**config.mk**
```make
export PLATFORM = sky130hd
export DESIGN_NAME = rsr_delay
export DESIGN_NICKNAME = d
export VERILOG_FILES = /design/src/sv/ray_sphere_reflect_unit_assert.svh /design/src/sv/rsr_delay.sv
export SDC_FILE = /design/constraint.sdc
export NUM_CORES = 1
export LEC_CHECK = 0
export BUFFER_PORTS_ARGS = -buffer_cell sky130_fd_sc_hd__buf_2
export CAP_MARGIN = 20
export CORE_AREA = 5 5 42 44
export CTS_CLUSTER_DIAMETER = 60
export CTS_CLUSTER_SIZE = 8
export DETAILED_ROUTE_END_ITERATION = 10
export DIE_AREA = 0 0 47 49
export GPL_TIMING_DRIVEN = 1
export PLACE_DENSITY_LB_ADDON = 0.25
export SLEW_MARGIN = 20
export SYNTH_ARGS = -nofsm -noshare
export SYNTH_HDL_FRONTEND = slang
export SYNTH_SLANG_ARGS = --single-unit
export TNS_END_PERCENT = 50
```
**constraint.sdc**
```tcl
create_clock -name clk_i -period 0.8 [get_ports clk_i]
set_input_delay 0.04 -clock clk_i [delete_from_list [all_inputs] [get_ports clk_i]]
set_output_delay 0.04 -clock clk_i [all_outputs]
set_load 0.02 [all_outputs]
```
**src/sv/ray_sphere_reflect_unit_assert.svh**
```systemverilog
// ----------------------------------------------------------------------------
// ray_sphere_reflect_unit_assert.svh
// Assertion macros for the ray/sphere reflect unit. Define ASSERT_OFF to drop.
// ----------------------------------------------------------------------------
`ifndef RAY_SPHERE_REFLECT_UNIT_ASSERT_SVH
`define RAY_SPHERE_REFLECT_UNIT_ASSERT_SVH
`ifndef ASSERT_OFF
// same-cycle implication
`define RSR_ASSERT_IMP(lbl, ante, cons) \
  lbl: assert property (@(posedge clk_i) disable iff (!rst_ni) (ante) |-> (cons)) \
    else $error("rsr assertion failed");
// next-cycle implication
`define RSR_ASSERT_NXT(lbl, ante, cons) \
  lbl: assert property (@(posedge clk_i) disable iff (!rst_ni) (ante) |=> (cons)) \
    else $error("rsr assertion failed");
`else
`define RSR_ASSERT_IMP(lbl, ante, cons)
`define RSR_ASSERT_NXT(lbl, ante, cons)
`endif
`endif

```
**src/sv/rsr_delay.sv**
```systemverilog
// ----------------------------------------------------------------------------
// rsr_delay
// Side-band shift line: carries payload and its valid bit alongside a unit.
// ----------------------------------------------------------------------------
module rsr_delay #(
  parameter int W = 8,
  parameter int L = 1
) (
  input  logic         clk_i,
  input  logic         rst_ni,
  input  logic         en_i,
  input  logic         valid_i,
  input  logic [W-1:0] data_i,
  output logic         valid_o,
  output logic [W-1:0] data_o
);
  logic [L-1:0] vld_q;
  logic [W-1:0] dat_q [L];

  always_ff @(posedge clk_i or negedge rst_ni) begin
    if (!rst_ni) begin
      vld_q <= '0;
    end else if (en_i) begin
      for (int k = L - 1; k > 0; k--) vld_q[k] <= vld_q[k-1];
      vld_q[0] <= valid_i;
    end
  end

  always_ff @(posedge clk_i) begin
    if (en_i) begin
      for (int k = L - 1; k > 0; k--) dat_q[k] <= dat_q[k-1];
      dat_q[0] <= data_i;
    end
  end

  assign valid_o = vld_q[L-1];
  assign data_o  = dat_q[L-1];
endmodule

```
; Word level (Yosys, flattened, before mapping)
; Memory sizes are Yosys's and may differ from the RTL's.
; Cells that the tools add are included.
[word_totals]
register_bits = 1
latch_bits = 0
mem_bits_rw = 8
romBits = 0
input_bits = 12
wordCells = 4
n_memories = 1
[op_classes]
n_addsub = 0
multipliers = 0
div = 0
order_cmp = 0
eq_ne = 0
n_shift = 0
mux = 2
bitwise = 0
reduce_logical = 0
[memory_table]
columns = name, words, width, read_ports, rd_ports_with_merged_regs, write_ports, line_no
row1 = dat_q, 1, 8, 1, 0, 1, rsr_delay.sv:18  ; logic [W-1:0] dat_q [L];
[op_table]
columns = op, n
row1 = two-way mux 1 bit, 2

; Logic depth before layout (Yosys ltp)
[logic_depth]
depth_word = 2
ltp_mapped = 1

; Worst setup path after synthesis
; No wires, ideal clock.
[synth_path]
path_kind = register -> register
start = register, netlist name valid_o
end = register vld_q, in the netlist valid_o
arrival_time_ns = 0.710
t_required_ns = 0.675
setup_slack_ns = -0.035
stages_incl_launch_ff = 2
path_buffers = 0
synth_period_minus_slack_ns = 0.835
cell_sequence = dfrtp_1 -> mux2_4
[synth_lines]
columns = item, line_no
row1 = "end, declared", rsr_delay.sv:17  ; logic [L-1:0] vld_q;

; Worst setup path after layout
[layout_path]
start = register vld_q, in the netlist valid_o
end = output valid_o
[layout_lines]
columns = item, line_no
row1 = "end, declared", rsr_delay.sv:14  ; output logic valid_o,
; No word-level cell between the ends.

==> reports/metrics.yaml <==
run_status:
  status: "finished, violations left"
  violations: "negative setup slack"
setup_path:
  cp_data_required_time_ps: 760
  critical_path.top_delay_family: "flip-flops"
  start_kind: "register"
  cp_slowest_stage_delay_ps: 410
  arrival_ps: 790
  crit_chain: "buf_6"
  end_kind: "output port"
  cp.depth: 1
  timing.critical_path.buf_inv: 1
  slowest_stage: "dfrtp_2"
  crit_fanout: 2
  reg2reg_depth: 1
  crit_type: "register to output port"
sta:
  tns_ps: -135
  layout_setup_ws_ps: -33.7
  finalClockSkew_ps: 0
  slew_headroom: 0.928
  rsz0062_at_grt: "yes"
  final_hold_viol_count: 0
  period_share: 1.04
  clock.fmax_ghz: 1.20
  period_minus_slack_ps: 834
  setup_viol: 9
  worst_hold_slack_ps: 62.7
  finalMaxSlewViolations: 0
  worst_pin_slew_ps: 107
yosys:
  yosys_warnings: 0
  synth_area_per_cell_um2: 28.0
  ys_types: 3
  yosysSeqAreaShare: 0.946
  synthesis.nets: 22
  synth.top_cell.area_share: 0.857
  synth.area.top_cells: "edfxtp_1 86%, dfrtp_1 8.9%, mux2_4 5.4%"
  synth_seq_cells: 9
  syn_area_um2: 280
  synthCells: 10
  yosysTopAreaCell: "edfxtp_1"
clock_network:
  cts_buffers: 3
  tritoncts: "yes"
  clkTransAtPathRegs_ps: 60
  worstSkewPairLatency_ps: 250
  cts-root-buf: "clkbuf_4"
  htree_levels: 1
  cts_setup_buffers: 0
  clock_sinks: 9
  clockBufferDepth: 2
floorplanning:
  die_area_um2: 2300
  die_w_um: 47
  core_region_area_um2: 1400
  rows: 14
  start_util: 0.200
  pin_count: 21
  die_h_um: 49
place:
  placed_area_um2: 422
  dp.cells: 47
  port-buffer-count: 20
  preCtsSetupSlack_ps: 36.2
  gp_congestion: 0.581
route:
  via_per_inst: 3.79
  vias: 231
  drtAntennaViolNets: 0
  first_pass_iters: 2
  drtIter0Drc: 2
  wl_per_cell_um: 9.97
  drc: 0
  wl_um: 608
cells_and_area:
  area_growth_pct: 107
  final_cell_mix: "15 x buf_2, 10 x dlygate4sd3_1, 8 x edfxtp_1"
  instances_no_fill: 61
  layout-drive-gt1-share: 0.600
  layout_commonest_cell: "buf_2"
  fin_area_um2: 581
  nets: 58
  fin_util: 0.414
  antennaDiodeCount: 0
global_routing:
  grt_util_all_layers: 0.0620
  antenna_found_initial: 0
  grt_pass1_vias: 223
  grt_remaining_overflow: 0
  grt_max_degree: 8
  grt_pass1_wl_um: 910
worst_hold_path:
  holdPathStages: 1
  hp-class: "input pin to register"
pwr:
  power_density_nw_per_um2: 1900
  finalPower_mw: 1.10
  leakage_nw: 0.255
  peakVddDrop_uv: 967
job:
  cap_violations: 0
repair_timing:
| item | in CTS | in global routing |
|---|---|---|
| gates resized for setup | 4 | 6 |
| setup endpoints to repair | 9 | 9 |
| hold endpoints to repair | 10 | 0 |
| hold buffers | 10 | 0 |
final cells by class:
cell class                      instances  area [µm²]
Fill cell                             143         821
Clock buffer                            3        22.5
Tap cell                               16        20.0
Multi-Input combinational cell          1        15.0
Timing Repair Buffer                   31         251
Sequential cell                         9         267
Clock inverter                          1        5.00
cells by family after synthesis:
group / count (synthesis) / share of synthesized area
multiplexers: 1 / 0.0536
flip-flops: 9 / 0.946
routing by layer:
metal	global-route usage	vias to the layer above	routed length (µm)
met5	0	-	0
met4	0.0276	0	0
met3	0.0738	0	117
met2	0.0860	15	315
met1	0.0525	105	175
li1	-	111	-
synthesized netlist by cell type (all sizes together):
cell type and count:
edfxtp 8, dfrtp 1, mux2 1
state kept, by name, summed over array words and instances (netlist names):
name and cells:
dat_q 8, valid_o 1
final timing paths:
| path | from | to | slack, ps |
|---|---|---|---|
| max | valid_o | valid_o | -30 |
| min | en_i | dat_q[0][4] | 60 |
| max reg2reg | valid_o | valid_o | 20 |
| min reg2reg | valid_o | valid_o | 530 |
| max in group asynchronous | rst_ni | valid_o | 610 |
| min in group asynchronous | rst_ni | valid_o | 90 |
where the power goes:
part	switching (mW)	internal, mW	leakage [nW]	total (mW)
Clock	0.150	0.184	0.0177	0.333
Combinational	0.0845	0.116	0.149	0.200
Sequential	0.0141	0.555	0.0890	0.569
Note: power is estimated with default switching activity, not from simulation.
