<file path="config.mk">
export PLATFORM = sky130hd
export DESIGN_NAME = rsr_mul
export DESIGN_NICKNAME = d
export VERILOG_FILES = /design/src/sv/ray_sphere_reflect_unit_assert.svh /design/src/sv/rsr_pkg.sv /design/src/sv/rsr_mul.sv
export SDC_FILE = /design/constraint.sdc
export NUM_CORES = 2
export LEC_CHECK = 0
export BUFFER_PORTS_ARGS = -buffer_cell sky130_fd_sc_hd__buf_2
export CAP_MARGIN = 20
export CORE_ASPECT_RATIO = 0.9
export CORE_UTILIZATION = 55
export CTS_BUF_LIST = sky130_fd_sc_hd__clkbuf_16
export CTS_CLUSTER_DIAMETER = 60
export DETAILED_ROUTE_END_ITERATION = 7
export PLACE_DENSITY = 0.72
export SYNTH_ARGS = -nofsm -noshare
export SYNTH_HDL_FRONTEND = slang
export SYNTH_SLANG_ARGS = --single-unit
</file>
<file path="constraint.sdc">
create_clock -name clk_i -period 11.88 [get_ports clk_i]
set_input_delay 0.594 -clock clk_i [delete_from_list [all_inputs] [get_ports clk_i]]
set_output_delay 0.594 -clock clk_i [all_outputs]
set_load 0.02 [all_outputs]
</file>
<file path="src/sv/ray_sphere_reflect_unit_assert.svh">
// ----------------------------------------------------------------------------
// ray_sphere_reflect_unit_assert.svh
// Assertion macros for the ray/sphere reflect unit. Define ASSERT_OFF to drop.
// ----------------------------------------------------------------------------
`ifndef RAY_SPHERE_REFLECT_UNIT_ASSERT_SVH
`define RAY_SPHERE_REFLECT_UNIT_ASSERT_SVH
`ifndef ASSERT_OFF
// same-cycle implication
`define RSR_ASSERT_IMP(lbl, ante, cons) \
  lbl: assert property (@(posedge clk_i) disable iff (!rst_ni) (ante) |-> (cons)) \
    else $error("rsr assertion failed");
// next-cycle implication
`define RSR_ASSERT_NXT(lbl, ante, cons) \
  lbl: assert property (@(posedge clk_i) disable iff (!rst_ni) (ante) |=> (cons)) \
    else $error("rsr assertion failed");
`else
`define RSR_ASSERT_IMP(lbl, ante, cons)
`define RSR_ASSERT_NXT(lbl, ante, cons)
`endif
`endif

</file>
<file path="src/sv/rsr_pkg.sv">
// ----------------------------------------------------------------------------
// rsr_pkg
// Beat types, latency helpers and saturation for the ray/sphere reflect unit.
// ----------------------------------------------------------------------------
package rsr_pkg;

  typedef struct packed {
    logic signed [31:0] start_x;
    logic signed [31:0] start_y;
    logic signed [31:0] start_z;
    logic signed [31:0] dir_x;
    logic signed [31:0] dir_y;
    logic signed [31:0] dir_z;
    logic signed [31:0] centre_x;
    logic signed [31:0] centre_y;
    logic signed [31:0] centre_z;
    logic        [30:0] sphere_radius;
  } rsr_in_t;

  typedef struct packed {
    logic               hit;
    logic signed [31:0] hit_x;
    logic signed [31:0] hit_y;
    logic signed [31:0] hit_z;
    logic signed [31:0] refl_x;
    logic signed [31:0] refl_y;
    logic signed [31:0] refl_z;
  } rsr_out_t;

  localparam int LimbW = 32;
  localparam logic signed [39:0] SatHi = 40'sd2147483647;
  localparam logic signed [39:0] SatLo = -40'sd2147483648;
  localparam logic signed [31:0] Max32 = 32'sh7FFF_FFFF;
  localparam logic signed [31:0] Min32 = 32'sh8000_0000;

  // latency of rsr_mul: one limb product per stage plus entry and exit registers
  function automatic int mul_lat(int aw, int bw);
    return ((aw + LimbW - 1) / LimbW) * ((bw + LimbW - 1) / LimbW) + 2;
  endfunction

  function automatic logic signed [31:0] sat32(logic signed [39:0] x);
    logic signed [31:0] r;
    if (x > SatHi) r = Max32;
    else if (x < SatLo) r = Min32;
    else r = x[31:0];
    return r;
  endfunction

endpackage

</file>
<file path="src/sv/rsr_mul.sv">
// ----------------------------------------------------------------------------
// rsr_mul
// Pipelined signed multiplier: one 32x32 limb product accumulated per stage.
// ----------------------------------------------------------------------------
module rsr_mul #(
  parameter int AW = 33,
  parameter int BW = 33
) (
  input  logic                 clk_i,
  input  logic                 en_i,
  input  logic signed [AW-1:0] a_i,
  input  logic signed [BW-1:0] b_i,
  output logic signed [AW+BW-1:0] p_o
);
  import rsr_pkg::*;

  localparam int NA = (AW + LimbW - 1) / LimbW;
  localparam int NB = (BW + LimbW - 1) / LimbW;
  localparam int NS = NA * NB;
  localparam int PW = AW + BW;

  logic [AW-1:0]       abs_a;
  logic [BW-1:0]       abs_b;
  logic [NA*LimbW-1:0] ma_q  [NS+1];
  logic [NB*LimbW-1:0] mb_q  [NS+1];
  logic                neg_q [NS+1];
  logic [PW-1:0]       acc_q [NS+1];
  logic [PW-1:0]       p_q;

  assign abs_a = a_i[AW-1] ? AW'(~a_i) + AW'(1) : AW'(a_i);
  assign abs_b = b_i[BW-1] ? BW'(~b_i) + BW'(1) : BW'(b_i);

  always_ff @(posedge clk_i) begin
    if (en_i) begin
      ma_q[0]  <= (NA*LimbW)'(abs_a);
      mb_q[0]  <= (NB*LimbW)'(abs_b);
      neg_q[0] <= a_i[AW-1] ^ b_i[BW-1];
      acc_q[0] <= '0;
    end
  end

  for (genvar k = 0; k < NS; k++) begin : g_step
    localparam int I = k / NB;
    localparam int J = k % NB;
    logic [2*LimbW-1:0] pp;
    logic [PW-1:0]      sh;
    assign pp = ma_q[k][I*LimbW +: LimbW] * mb_q[k][J*LimbW +: LimbW];
    assign sh = PW'(pp) << (LimbW * (I + J));
    always_ff @(posedge clk_i) begin
      if (en_i) begin
        acc_q[k+1] <= acc_q[k] + sh;
        ma_q[k+1]  <= ma_q[k];
        mb_q[k+1]  <= mb_q[k];
        neg_q[k+1] <= neg_q[k];
      end
    end
  end

  always_ff @(posedge clk_i) begin
    if (en_i) p_q <= neg_q[NS] ? ~acc_q[NS] + PW'(1) : acc_q[NS];
  end

  assign p_o = signed'(p_q);
endmodule

</file>
== Word-level counts from Yosys, hierarchy flattened ==
Memories as Yosys holds them, arrays and structs flattened.
Index checks and enable logic that the tools add are counted.
Operators by class
  add/subtract/negate cells: 7
  $mul: 4
  mux-type cells: 5
  bitwise logic cells: 4
Operators with widths (number)
  $add 66x66->66: 3
  $mul 32x32->34: 2
  $add 33x2->33 const B: 2
  $add 66x1->66 const B: 1
  $add 66x64->66: 1
  $mux 33: 2
  $mux 66: 1
  $not 33->33: 2
  $not 66->66: 1
  $mul 32x32->64: 1
  $mul 32x32->2: 1
  $mux 1: 2
  $xor 1x1->1: 1
Word-level totals
  register bits after elaboration: 66
  memory bits (writable): 975
  output and inout port bits: 66
  logic and storage cells: 25
  memories kept: 4
Memory list
  acc_q: depth 5, width 66, read ports 5, clocked after Yosys merged registers in 0, wr ports 5, line rsr_mul.sv:27  | logic [PW-1:0] acc_q [NS+1];
  ma_q: depth 5, width 64, read ports 4, clocked after Yosys merged registers in 0, wr ports 5, line rsr_mul.sv:24  | logic [NA*LimbW-1:0] ma_q [NS+1];
  mb_q: depth 5, width 64, read ports 4, clocked after Yosys merged registers in 0, wr ports 5, line rsr_mul.sv:25  | logic [NB*LimbW-1:0] mb_q [NS+1];
  neg_q: depth 5, width 1, read ports 5, clocked after Yosys merged registers in 0, wr ports 5, line rsr_mul.sv:26  | logic neg_q [NS+1];

== Logic depth before layout (Yosys ltp) ==
An unclocked memory read counts as a cell.
  word-level depth: 4
  gate-level depth with buffers: 31

== Least setup slack after synthesis ==
OpenSTA, ideal clock, no wires.
  path type: reg2reg
  start point: memory ma_q[0][16] (netlist bit)
  end point: memory acc_q[1][65] (netlist bit), data pin
  setup time: 0.261 ns
  arrival: 7.632 ns
  path slack: 3.987 ns
  stages on the path, launching flop included: 29
  buffers on the path: 2
  period minus slack after synthesis: 7.893 ns
  cells stage by stage: edfxtp_1 > clkbuf_1 > and2_1 > fa_1 > inv_1 > fa_1 > fa_1 > fa_1 > inv_1 > fa_1 > inv_1 > fa_1 > inv_1 > fa_1 > inv_1 > fa_1 > inv_1 > ha_1 > clkbuf_1 > a21oi_1 > o21ai_0 > a211oi_1 > a21oi_1 > a41oi_1 > o41ai_1 > a31oi_1 > o31a_1 > o21ai_0 > xnor2_1
RTL lines (line)
  from (decl): rsr_mul.sv:24
  to (decl): rsr_mul.sv:27

==> results.toml <==
[run_status]
status = "completed"

[routing]
via_count = 35900
first_pass_iters = 5
drt-initial-drc-count = 3069
drc = 0
wire_per_inst_um = 20.5
via_per_inst = 5.53
ant_nets = 0
wl_mm = 133

[grt]
grt_pass1_wl_mm = 210
grt_max_degree = 137
antenna_found_initial = 6
grt_pass1_vias = 37300
grt_use_total = 0.274
overflow = 0

[sta]
fin_crit_sh = 0.796
hold_violations = 0
grt_setup_unrepaired = "no"
fmax_mhz = 106
slew_headroom = 0.272
finalCriticalPeriod_ps = 9460
final_max_slew_viol_count = 0
finClkSkew_ps = 21.6
worstMarginPinSlew_ps = 1090
setup_viol_count_final = 0
tns_ps = 0

[cells_and_area]
layout.nets = 6419
diodes = 0
area_growth_pct = 7.53
layout-drive-gt1-share = 0.0620
n_fill_cell = 8132

[setup_path]
crit_path_max_incr_delay_ps = 1020
critPathKind = "flop to flop"
critPathMostFrequentCell = "fa_1"
cp.arrival_ps = 9840
critPathLaunchType = "flop"
cp_slowest_cell = "edfxtp_1"
crit_required_ps = 12260
cp-end-kind = "flop"
cp_max_fo = 19

[synth]
synth_cells = 5080
ys_warn_count = 0
ys_ff_latch = 503
syn_nets = 6389
syn_area_mm2 = 0.0546
netlist.area_leader.share = 0.330
ys_seq_area_frac = 0.277
syn_avg_cell_area_um2 = 10.7
ys.flop_type = "edfxtp_1"
yosys-top-cells-count = "fa_1, inv_1, and2_1"
synth_edf_count = 503
ys_top_cells_by_area = "fa_1, edfxtp_1, ha_1, and2_1, inv_1"
yosysMostFrequentCell = "fa_1"
async_flop_share = 0
ys_types = 60
synth_area_leader_cell = "fa_1"

[die]
start_util = 0.555
core-area_mm2 = 0.0983
die_y_um = 301
dieArea_mm2 = 0.101
io_pins = 134
rows = 109
die_x_um = 334

[clocking]
cts_buffer_depth = 3
post-cts-setup-buffer-count = 0
cts_tree = "built"
insertion_delay_ps = 650
cts_buffers = 59
cts_sinks = 503
ctsResizeCount = 0
cts-hold-fix-buffers = 0
root_buffer = "clkbuf_16"
h-tree-depth = 2
clk_pin_slew_worst_paths_ps = 60

[worst_hold_path]
hp-class = "input port to flop"

[placed_design]
hpwl_mm = 99.5
gp_congestion = 0.917
io_buffer_count = 133

[flow_run]
maxCapViolations = 0
## layout make-up
class	count	area (µm²)	share of cell area
well taps	1332	1670	0.0284
clock buffers	59	1480	0.0251
repair buffers	206	1360	0.0231
inverters	891	3340	0.0570
clock inverters	52	503	0.00857
multi-input cells	3449	35300	0.601
flip-flops and latches	503	15100	0.257
## cell families after synthesis
kind of cell             synth area share
buffers and inverters              0.0776
XOR/XNOR                           0.0395
AO/OA/AOI/OAI                      0.0559
AND/OR/NAND/NOR                     0.142
flip-flops                          0.277
adder cells (fa/ha/maj)             0.408
## worst paths after layout
check	start	endpoint	slack, ps	cells past startpoint
hold reg to reg	acc_q[3][47]	acc_q[4][47]	410	0
setup reg to reg	ma_q[0][9]	acc_q[1][63]	2420	26
hold / removal	a_i[0]	ma_q[0][0]	170	1
setup / recovery	ma_q[0][9]	acc_q[1][63]	2420	26
## registers in the layout (all words and copies together) (netlist names)
signal	flops
acc_q	264
ma_q	68
mb_q	100
neg_q	5
p_o	66
## layer usage
layer / wire, µm / GRT usage / up-vias / part of all wire
li1: - / - / 16000 / -
met1: 57100 / 0.393 / 17900 / 0.43
met2: 55900 / 0.397 / 1676 / 0.42
met3: 16600 / 0.0956 / 224 / 0.12
met4: 3460 / 0.0713 / 2 / 0.026
met5: 103 / 0.00757 / - / 0.00077
## critical path, delay by kind of cell, from the launching register on
family	cells	cell delay [ps]
flops	1	1020
buf+inv	5	590
fa+ha+maj	9	4340
simple gates	4	630
compound gates	7	2450
xor+xnor	1	130
## placed cells by master, fill, tap and decap left out, drive strengths merged, types with 59 or more instances in the layout
master  count
edfxtp    503
xnor2     203
ha        341
inv       910
nor2       59
o21ai     120
and2      658
buf       206
a21oi     126
fa        900
nand2     555
clkbuf     59
a21o       67
## per-stage QoR
stage | area [µm²] | setup slack [ps] | utilization | instances | hold slack, ps
final | 58700 | 2420 | 0.597 | 6492 | 166
after global routing | 58700 | 2020 | 0.597 | 6492 | 148
after CTS | 58500 | 2380 | 0.595 | 6485 | 133
after detailed placement | 56600 | 2450 | 0.575 | 6374 | 405
after global placement | 56500 | 2490 | 0.575 | 6373 | 400
after floorplan | 54600 | 3990 | - | 5080 | 400
Power is not shown: default switching activity piles up to over one toggle a cycle in this logic, so the estimate is an artifact.
